[config.mk]
export PLATFORM = sky130hd
export DESIGN_NAME = msgp_front_flat
export DESIGN_NICKNAME = d
export VERILOG_FILES = /design/src/hw/rtl/msgp_pkg.sv /design/src/hw/rtl/msgp_if.sv /design/src/hw/rtl/msgp_front.sv /design/src/flat_wrapper.sv
export SDC_FILE = /design/constraint.sdc
export NUM_CORES = 1
export LEC_CHECK = 0
export ABC_AREA = 1
export BUFFER_PORTS_ARGS = -buffer_cell sky130_fd_sc_hd__buf_2
export CORE_MARGIN = 1
export CORE_UTILIZATION = 45
export DETAILED_ROUTE_END_ITERATION = 8
export GPL_TIMING_DRIVEN = 0
export HOLD_SLACK_MARGIN = 0.02
export PLACE_DENSITY = 0.72
export SYNTH_ARGS = -nofsm -noshare
export SYNTH_HDL_FRONTEND = slang
export SYNTH_SLANG_ARGS = --single-unit
[constraint.sdc]
create_clock -name clk_i -period 3.4 [get_ports clk_i]
set_input_delay 0.17 -clock clk_i [delete_from_list [all_inputs] [get_ports clk_i]]
set_output_delay 0.17 -clock clk_i [all_outputs]
set_load 0.02 [all_outputs]
[src/hw/rtl/msgp_pkg.sv]
// ----------------------------------------------------------------------------
// msgp_pkg
// Shared types and constants of the MessagePack stream tokenizer.
// ----------------------------------------------------------------------------
`default_nettype none

package msgp_pkg;

  // token kinds
  localparam logic [3:0] KIND_NONE    = 4'd0;
  localparam logic [3:0] KIND_INT     = 4'd1;
  localparam logic [3:0] KIND_NIL     = 4'd2;
  localparam logic [3:0] KIND_BOOL    = 4'd3;
  localparam logic [3:0] KIND_F32     = 4'd4;
  localparam logic [3:0] KIND_F64     = 4'd5;
  localparam logic [3:0] KIND_STR     = 4'd6;
  localparam logic [3:0] KIND_BIN     = 4'd7;
  localparam logic [3:0] KIND_PAYLOAD = 4'd8;
  localparam logic [3:0] KIND_ARRAY   = 4'd9;
  localparam logic [3:0] KIND_MAP     = 4'd10;

  // message status
  localparam logic [1:0] STAT_PROGRESS = 2'd0;
  localparam logic [1:0] STAT_DONE     = 2'd1;
  localparam logic [1:0] STAT_ERROR    = 2'd2;

  // error codes
  localparam logic [2:0] ERR_NONE     = 3'd0;
  localparam logic [2:0] ERR_BAD_TAG  = 3'd1;
  localparam logic [2:0] ERR_TOO_DEEP = 3'd2;
  localparam logic [2:0] ERR_TOO_MANY = 3'd3;
  localparam logic [2:0] ERR_KEY_TYPE = 3'd4;
  localparam logic [2:0] ERR_TRUNC    = 3'd5;
  localparam logic [2:0] ERR_TRAILING = 3'd6;

  // map key classes
  localparam logic [1:0] KEY_UNSET = 2'd0;
  localparam logic [1:0] KEY_INT   = 2'd1;
  localparam logic [1:0] KEY_STR   = 2'd2;

  // header tags that need special handling
  localparam logic [7:0] TAG_BIN8   = 8'hc4;
  localparam logic [7:0] TAG_BIN16  = 8'hc5;
  localparam logic [7:0] TAG_BIN32  = 8'hc6;
  localparam logic [7:0] TAG_F32    = 8'hca;
  localparam logic [7:0] TAG_F64    = 8'hcb;
  localparam logic [7:0] TAG_INT8   = 8'hd0;
  localparam logic [7:0] TAG_INT16  = 8'hd1;
  localparam logic [7:0] TAG_INT32  = 8'hd2;
  localparam logic [7:0] TAG_STR8   = 8'hd9;
  localparam logic [7:0] TAG_STR16  = 8'hda;
  localparam logic [7:0] TAG_STR32  = 8'hdb;
  localparam logic [7:0] TAG_ARR16  = 8'hdc;
  localparam logic [7:0] TAG_ARR32  = 8'hdd;
  localparam logic [7:0] TAG_MAP16  = 8'hde;
  localparam logic [7:0] TAG_MAP32  = 8'hdf;

  localparam logic [31:0] DEFAULT_MAX_ELEMS = 32'd1000000;

  // coarse class of a tag byte, worked out in the front part
  typedef enum logic [3:0] {
    TC_POSINT,
    TC_NEGINT,
    TC_FIXMAP,
    TC_FIXARR,
    TC_FIXSTR,
    TC_NIL,
    TC_BOOL,
    TC_HEADER,
    TC_BAD
  } tag_cls_e;

  // one classified input word
  typedef struct packed {
    logic [7:0] data_byte;
    logic       last_byte;
    tag_cls_e   cls;
    logic [3:0] hdr_len;
    logic [1:0] key_cls;
  } item_t;

  // one open container
  typedef struct packed {
    logic [31:0] remaining;
    logic        is_map;
    logic        in_value;
    logic [1:0]  key_class;
  } lvl_entry_t;

  // one result word
  typedef struct packed {
    logic [3:0]        token_kind;
    logic signed [63:0] token_value;
    logic [8:0]        token_depth;
    logic              is_map_key;
    logic [1:0]        status;
    logic [2:0]        error_code;
  } token_t;

endpackage

`default_nettype wire

[src/hw/rtl/msgp_if.sv]
// ----------------------------------------------------------------------------
// msgp_in_if / msgp_out_if
// Valid/ready channels for encoded bytes and for result tokens.
// ----------------------------------------------------------------------------
`default_nettype none

interface msgp_in_if;
  logic       valid;
  logic       ready;
  logic [7:0] data_byte;
  logic       last_byte;

  modport source (output valid, output data_byte, output last_byte, input ready);
  modport sink   (input valid, input data_byte, input last_byte, output ready);
endinterface


`default_nettype wire

[src/hw/rtl/msgp_front.sv]
// ----------------------------------------------------------------------------
// msgp_front
// Accepts encoded bytes, classifies the tag byte and queues the word.
// ----------------------------------------------------------------------------
`default_nettype none

module msgp_front (
  input  wire logic      clk_i,
  input  wire logic      rst_ni,
  msgp_in_if.sink        byte_in,
  output msgp_pkg::item_t item_o,
  output logic           item_valid_o,
  input  wire logic      item_pop_i
);
  import msgp_pkg::*;

  item_t      ent_q [2];
  logic       wr_ptr_q, rd_ptr_q;
  logic [1:0] cnt_q;
  item_t      cls_item;
  logic       push, pop;

  // number of header bytes after a tag
  function automatic logic [3:0] hdr_len(input logic [7:0] b);
    logic [3:0] n;
    case (b)
      8'hc4, 8'hcc, 8'hd0, 8'hd9:                      n = 4'd1;
      8'hc5, 8'hcd, 8'hd1, 8'hda, 8'hdc, 8'hde:        n = 4'd2;
      8'hc6, 8'hca, 8'hce, 8'hd2, 8'hdb, 8'hdd, 8'hdf: n = 4'd4;
      8'hcb, 8'hcf, 8'hd3:                             n = 4'd8;
      default:                                         n = 4'd0;
    endcase
    return n;
  endfunction

  // tag class of a byte when it stands as a tag
  function automatic tag_cls_e classify(input logic [7:0] b);
    tag_cls_e c;
    c = TC_BAD;
    if (b[7] == 1'b0)                 c = TC_POSINT;
    else if (b[7:5] == 3'b111)        c = TC_NEGINT;
    else if (b[7:4] == 4'h8)          c = TC_FIXMAP;
    else if (b[7:4] == 4'h9)          c = TC_FIXARR;
    else if (b[7:5] == 3'b101)        c = TC_FIXSTR;
    else if (b == 8'hc0)              c = TC_NIL;
    else if (b == 8'hc2 || b == 8'hc3) c = TC_BOOL;
    else if (hdr_len(b) != 4'd0)      c = TC_HEADER;
    return c;
  endfunction

  // map key class of a tag
  function automatic logic [1:0] key_cls(input logic [7:0] b);
    logic [1:0] k;
    k = KEY_UNSET;
    if (b[7] == 1'b0 || b[7:5] == 3'b111 || (b >= 8'hcc && b <= 8'hd3)) k = KEY_INT;
    else if (b[7:5] == 3'b101 || (b >= TAG_STR8 && b <= TAG_STR32))     k = KEY_STR;
    return k;
  endfunction

  // classify the incoming word
  always_comb begin
    cls_item.data_byte = byte_in.data_byte;
    cls_item.last_byte = byte_in.last_byte;
    cls_item.cls       = classify(byte_in.data_byte);
    cls_item.hdr_len   = hdr_len(byte_in.data_byte);
    cls_item.key_cls   = key_cls(byte_in.data_byte);
  end

  assign byte_in.ready = (cnt_q != 2'd2);
  assign push          = byte_in.valid && byte_in.ready;
  assign pop           = item_pop_i && (cnt_q != 2'd0);
  assign item_valid_o  = (cnt_q != 2'd0);
  assign item_o        = ent_q[rd_ptr_q];

  // two-entry queue storage
  always_ff @(posedge clk_i) begin
    if (push) begin
      ent_q[wr_ptr_q] <= cls_item;
    end
  end

  // queue pointers
  always_ff @(posedge clk_i or negedge rst_ni) begin
    if (!rst_ni) begin
      wr_ptr_q <= 1'b0;
      rd_ptr_q <= 1'b0;
      cnt_q    <= 2'd0;
    end else begin
      if (push) wr_ptr_q <= ~wr_ptr_q;
      if (pop)  rd_ptr_q <= ~rd_ptr_q;
      cnt_q <= cnt_q + 2'(push) - 2'(pop);
    end
  end

endmodule

`default_nettype wire

[src/flat_wrapper.sv]
// flat-port wrapper written by rule: the top's interface ports become plain ports
module msgp_front_flat import msgp_pkg::*;
  (clk_i, rst_ni, item_o, item_valid_o, item_pop_i, byte_in_valid, byte_in_data_byte, byte_in_last_byte, byte_in_ready);
  msgp_in_if byte_in_i ();
  input  wire logic clk_i;
  input  wire logic rst_ni;
  output msgp_pkg::item_t item_o;
  output logic item_valid_o;
  input  wire logic item_pop_i;
  input wire logic [$bits(byte_in_i.valid)-1:0] byte_in_valid;
  input wire logic [$bits(byte_in_i.data_byte)-1:0] byte_in_data_byte;
  input wire logic [$bits(byte_in_i.last_byte)-1:0] byte_in_last_byte;
  output wire logic [$bits(byte_in_i.ready)-1:0] byte_in_ready;
  assign byte_in_i.valid = byte_in_valid;
  assign byte_in_i.data_byte = byte_in_data_byte;
  assign byte_in_i.last_byte = byte_in_last_byte;
  assign byte_in_ready = byte_in_i.ready;
  msgp_front u_core (.clk_i(clk_i), .rst_ni(rst_ni), .byte_in(byte_in_i), .item_o(item_o), .item_valid_o(item_valid_o), .item_pop_i(item_pop_i));
endmodule
======== Yosys cells after proc, flatten, opt, wreduce, memory -nomap -nowiden ========
Memories as Yosys holds them, arrays and structs flattened.
Index checks and enable logic that the tools add are counted.
cells by class
  add/subtract/negate cells ............... 2
  multiply operators ...................... 0
  divide/modulo/power cells ............... 0
  magnitude comparators ................... 4
  equality and inequality tests ........... 28
  shift operators ......................... 0
  muxes and demuxes ....................... 20
  bitwise logic cells ..................... 3
  reduce and logical (&&, ||, !) cells .... 14
operators with widths
  kind                count
  $eq 8x8->1 const B  23
  $mux 4              15
  $ge 8x8->1 const B  2
  $le 8x8->1 const B  2
  $pmux 4 s4          1
  $eq 4x4->1 const B  2
  $reduce_or 7->1     1
  $eq 3x3->1 const B  2
  $reduce_or 6->1     1
  $logic_and 1x1->1   4
  $logic_or 1x1->1    4
  $mux 2              2
  $reduce_bool 4->1   1
  $reduce_or 4->1     1
  $not 1->1           3
  $reduce_or 3->1     1
  $add 2x1->2         1
  $mux 1              2
  $ne 2x2->1 const B  1
  $reduce_bool 2->1   1
  $sub 2x1->2         1
word-level totals
  bits in registers ....................... 4
  latch bits .............................. 0
  RAM bits ................................ 38
  ROM bits ................................ 0
  bits of input ports ..................... 13
  output and inout port bits .............. 21
  memories kept ........................... 1
memories
  memory        words  bits a word  rd ports  clocked after memory_dff  write ports  RTL line          source
  u_core.ent_q  2      19           1         0                         1            msgp_front.sv:17  item_t ent_q [2];

======== Depth between registers and ports, before layout ========
  depth after elaboration ................. 19
  depth in mapped cells ................... 10

======== Worst setup path before layout ========
No wires, ideal clock.
  kind .................................... register to register
  from .................................... register u_core.cnt_q[1]
  to ...................................... memory u_core.ent_q[1][0] (netlist name) (enable)
  arrival ................................. 1.518 ns
  setup slack ............................. 1.486 ns
  stages on the path, launching flop included .. 4
  period minus slack after synthesis ...... 1.914 ns
  cell sequence ........................... dfrtp_1 > nand2_1 > nand2_1 > nor2_1
on the way
  cells in the longest elaborated chain, start to end .. 4
ends and longest elaborated chain
  what                          RTL line            source
  from (decl)                   msgp_front.sv:19    logic [1:0] cnt_q;
  from (signal assigned)        msgp_front.sv:91    cnt_q <= cnt_q + 2'(push) - 2'(pop);
  $ne 2x2->1                    msgp_front.sv:69    assign byte_in.ready = (cnt_q != 2'd2);
  net byte_in_ready             flat_wrapper.sv:13  output wire logic [$bits(byte_in_i.ready)-1:0] byte_in_ready;
  $logic_and 1x1->1             msgp_front.sv:70    assign push = byte_in.valid && byte_in.ready;
  $mux 1                        msgp_front.sv:77    if (push) begin
  $mux 1 (implied by the code)  msgp_front.sv:78    ent_q[wr_ptr_q] <= cls_item;
  to (decl)                     msgp_front.sv:17
The timed path passes the listed nets, and every way through them passes these cells.

==> impl_metrics.env <==
export IMPL_cts_tree="yes"
export IMPL_use_met2_pct=29.7
export IMPL_ctsHtreeMaxLevel=2
export IMPL_syn_nets=231
export IMPL_p_per_area_nw_per_um2=743
export IMPL_grt_overflow_total=0
export IMPL_yosysTopAreaCellShare_pct=56.5
export IMPL_die_y_um=69.0
export IMPL_synth_cells=216
export IMPL_core_area_um2=4140
export IMPL_grtUsageMet1_pct=23.9
export IMPL_viasPerCell=4.71
export IMPL_clk_root_buffer_cell="clkbuf_8"
export IMPL_fin_setup_tns_ns=0
export IMPL_fill_cells=379
export IMPL_worstHoldPathType="input port to flop"
export IMPL_insertion_delay_ns=0.29
export IMPL_first_iter_violations=96
export IMPL_dr_pass1_iters=4
export IMPL_diodes=0
export IMPL_die_area_um2=4760
export IMPL_status="finished, final reports clean"
export IMPL_peakVddDrop_mv=0.308
export IMPL_dp_hpwl_um=2700
export IMPL_grt_use_met3_pct=4.44
export IMPL_chipWidth_um=69.0
export IMPL_numCtsBuffers=5
export IMPL_portBuffers=33
export IMPL_p_total_uw=1760
export IMPL_worst_pin_slew_ns=0.558
export IMPL_max_cap_viol_count=0
export IMPL_drc=0
export IMPL_p_leak_uw=0.00114
export IMPL_required_ns=3.23
export IMPL_final_layout_size_suffix_gt1_share_pct=23.8
export IMPL_vias=1461
export IMPL_rrSetupSlack_ns=1.83
export IMPL_grt_max_degree=14
export IMPL_min_period_ns=1.79
export IMPL_wirelength_um=3550
export IMPL_path_class="flop to output port"
export IMPL_track_usage_pct=18.5
export IMPL_avgSynthCellArea_um2=9.35
export IMPL_wl_per_cell_um=11.4
export IMPL_skew_ns=0.00392
export IMPL_slew_headroom_pct=62.8
export IMPL_grt_pass1_wl_um=6160
export IMPL_ys_seq_elements=42
export IMPL_start_util_pct=48.7
export IMPL_grt_pass1_vias=1354
export IMPL_busiest_layer="met2"
export IMPL_report_final_setup_viol=0
export IMPL_clock_path_buffers=2
export IMPL_clk_pin_slew_ns=0.07
export IMPL_rows=23
export IMPL_area_growth_pct=17.6
export IMPL_finalHoldViolations=0
export IMPL_crit_fanout=10
export IMPL_cts_sinks=42
export IMPL_syn_area_um2=2020
export IMPL_synth_cell_types=21
export IMPL_ant_nets=0
export IMPL_drv_slew=0
export IMPL_ys_warn_count=0
export IMPL_yosysTopAreaCell="edfxtp_1"
export IMPL_worstPathArrival_ns=1.62
export IMPL_synth_seq_area_share_pct=61.5
export IMPL_layout_nets=274
export IMPL_timing_fmax_ghz=0.559
export IMPL_antenna_found_initial=0
export IMPL_setup_worst_path_end_class="output port"
export IMPL_yosys_top_cells_area="edfxtp_1 57%, nand2_1 17%, dfrtp_1 5.0%, nor2_1 4.5%, inv_1 3.2%"
export IMPL_cp_start_kind="flop"
export IMPL_ios=34
export IMPL_routabilityCongestion=0.863
export IMPL_rsz0062_at_grt="no"
export IMPL_post_route_period_util_pct=52.6
export IMPL_cts_resized=0
==> per-stage QoR <==
step / hold slack [ns] / area, µm² / instances / utilization (%) / setup WS (ns)
4_1_cts: 0.0604 / 2370 / 310 / 57.3 / 1.59
3_3_place_gp: -0.0193 / 2250 / 299 / 54.2 / 1.15
5_1_grt: 0.0615 / 2370 / 310 / 57.3 / 1.47
6_report: 0.0677 / 2370 / 310 / 57.3 / 1.61
2_1_floorplan: -0.126 / 2020 / 216 / - / 1.49
3_5_place_dp: -0.0181 / 2280 / 301 / 55.1 / 1.83
==> layout by cell type, fill, tap and decap left out <==
cell,synthesis,final
clkinv_2,0,2
buf_2,1,34
nor2_1,24,22
inv_2,6,6
nand2_4,2,2
nand4_1,6,6
clkbuf_8,0,5
ha_1,2,2
nor2_4,2,2
o21ai_0,1,1
a21oi_1,2,2
buf_8,0,2
xor2_1,2,2
dlygate4sd3_1,0,1
nor2_2,1,3
nand3_1,8,8
xnor2_1,1,1
dfrtp_1,4,4
clkbuf_1,3,4
edfxtp_1,38,38
nor2_8,1,1
nor3_1,1,1
nand2_2,5,5
nand2_1,89,89
inv_1,17,17
==> cell type report <==
class	instances	area (µm²)	share of cell area (%)
Clock inverter	2	10.0	0.421
Tap cell	50	62.6	2.63
Inverter	23	86.3	3.64
Clock buffer	6	72.6	3.06
Buffer	4	16.3	0.685
Timing Repair Buffer	36	205	8.64
Multi-Input combinational cell	147	681	28.7
Sequential cell	42	1240	52.3
==> kinds of logic after synthesis <==
kind of cell               synth area share (%)
AOI/OAI and AO/OA                         0.743
xor gates and xnor gates                   1.30
adders and majority gates                  1.24
buffers and inverters                      5.08
DFF                                        61.5
and+or+nand+nor                            30.2
==> synthesized netlist by cell type <==
master,number
xnor2_1,1
edfxtp_1,38
nor2_4,2
nand3_1,8
ha_1,2
buf_2,1
xor2_1,2
nand2_2,5
nand2_1,89
inv_1,17
dfrtp_1,4
nor3_1,1
nor2_1,24
clkbuf_1,3
nand4_1,6
nand2_4,2
inv_2,6
a21oi_1,2
nor2_8,1
nor2_2,1
o21ai_0,1
==> per-layer routing <==
metal,part of all wire (%),wire length [µm]
met2,49,1730
met4,1.6,57
met3,3.9,140
met5,0,0
met1,46,1620
==> flip-flops by register name, indices dropped and copies added, names as in the netlist <==
signal / flops
u_core.rd_ptr_q: 1
u_core.ent_q: 38
u_core.wr_ptr_q: 1
u_core.cnt_q: 2
==> repair_timing <==
| item | 4_1_cts | 5_1_grt |
|---|---|---|
| endpoints found under the hold margin | 4 | 0 |
| setup buffers | 0 | 0 |
| hold buffers | 1 | 0 |
==> final timing paths <==
kind,startpoint,end,cells after the start
min,byte_in_last_byte,u_core.ent_q[1][10]$_DFFE_PP_,1
max in group asynchronous,rst_ni,u_core.cnt_q[1]$_DFF_PN0_,2
min reg2reg,u_core.wr_ptr_q$_DFFE_PN0P_,u_core.wr_ptr_q$_DFFE_PN0P_,2
max,u_core.rd_ptr_q$_DFFE_PN0P_,item_o[12],5
min in group asynchronous,rst_ni,u_core.cnt_q[0]$_DFF_PN0_,2
max reg2reg,u_core.cnt_q[1]$_DFF_PN0_,u_core.cnt_q[1]$_DFF_PN0_,9
==> report_power, final <==
part           internal, µW  switching (µW)
Clock                   142             156
Sequential              711            32.0
Combinational           225             498
==> critical path, stage by stage (launching register included) <==
cell and delay (ns):
dfrtp_1 0.34, clkbuf_1 0.38, buf_2 0.31, nand2_1 0.08, nand2_1 0.07, buf_2 0.16
No activity file was read; power rests on OpenSTA's default activity.
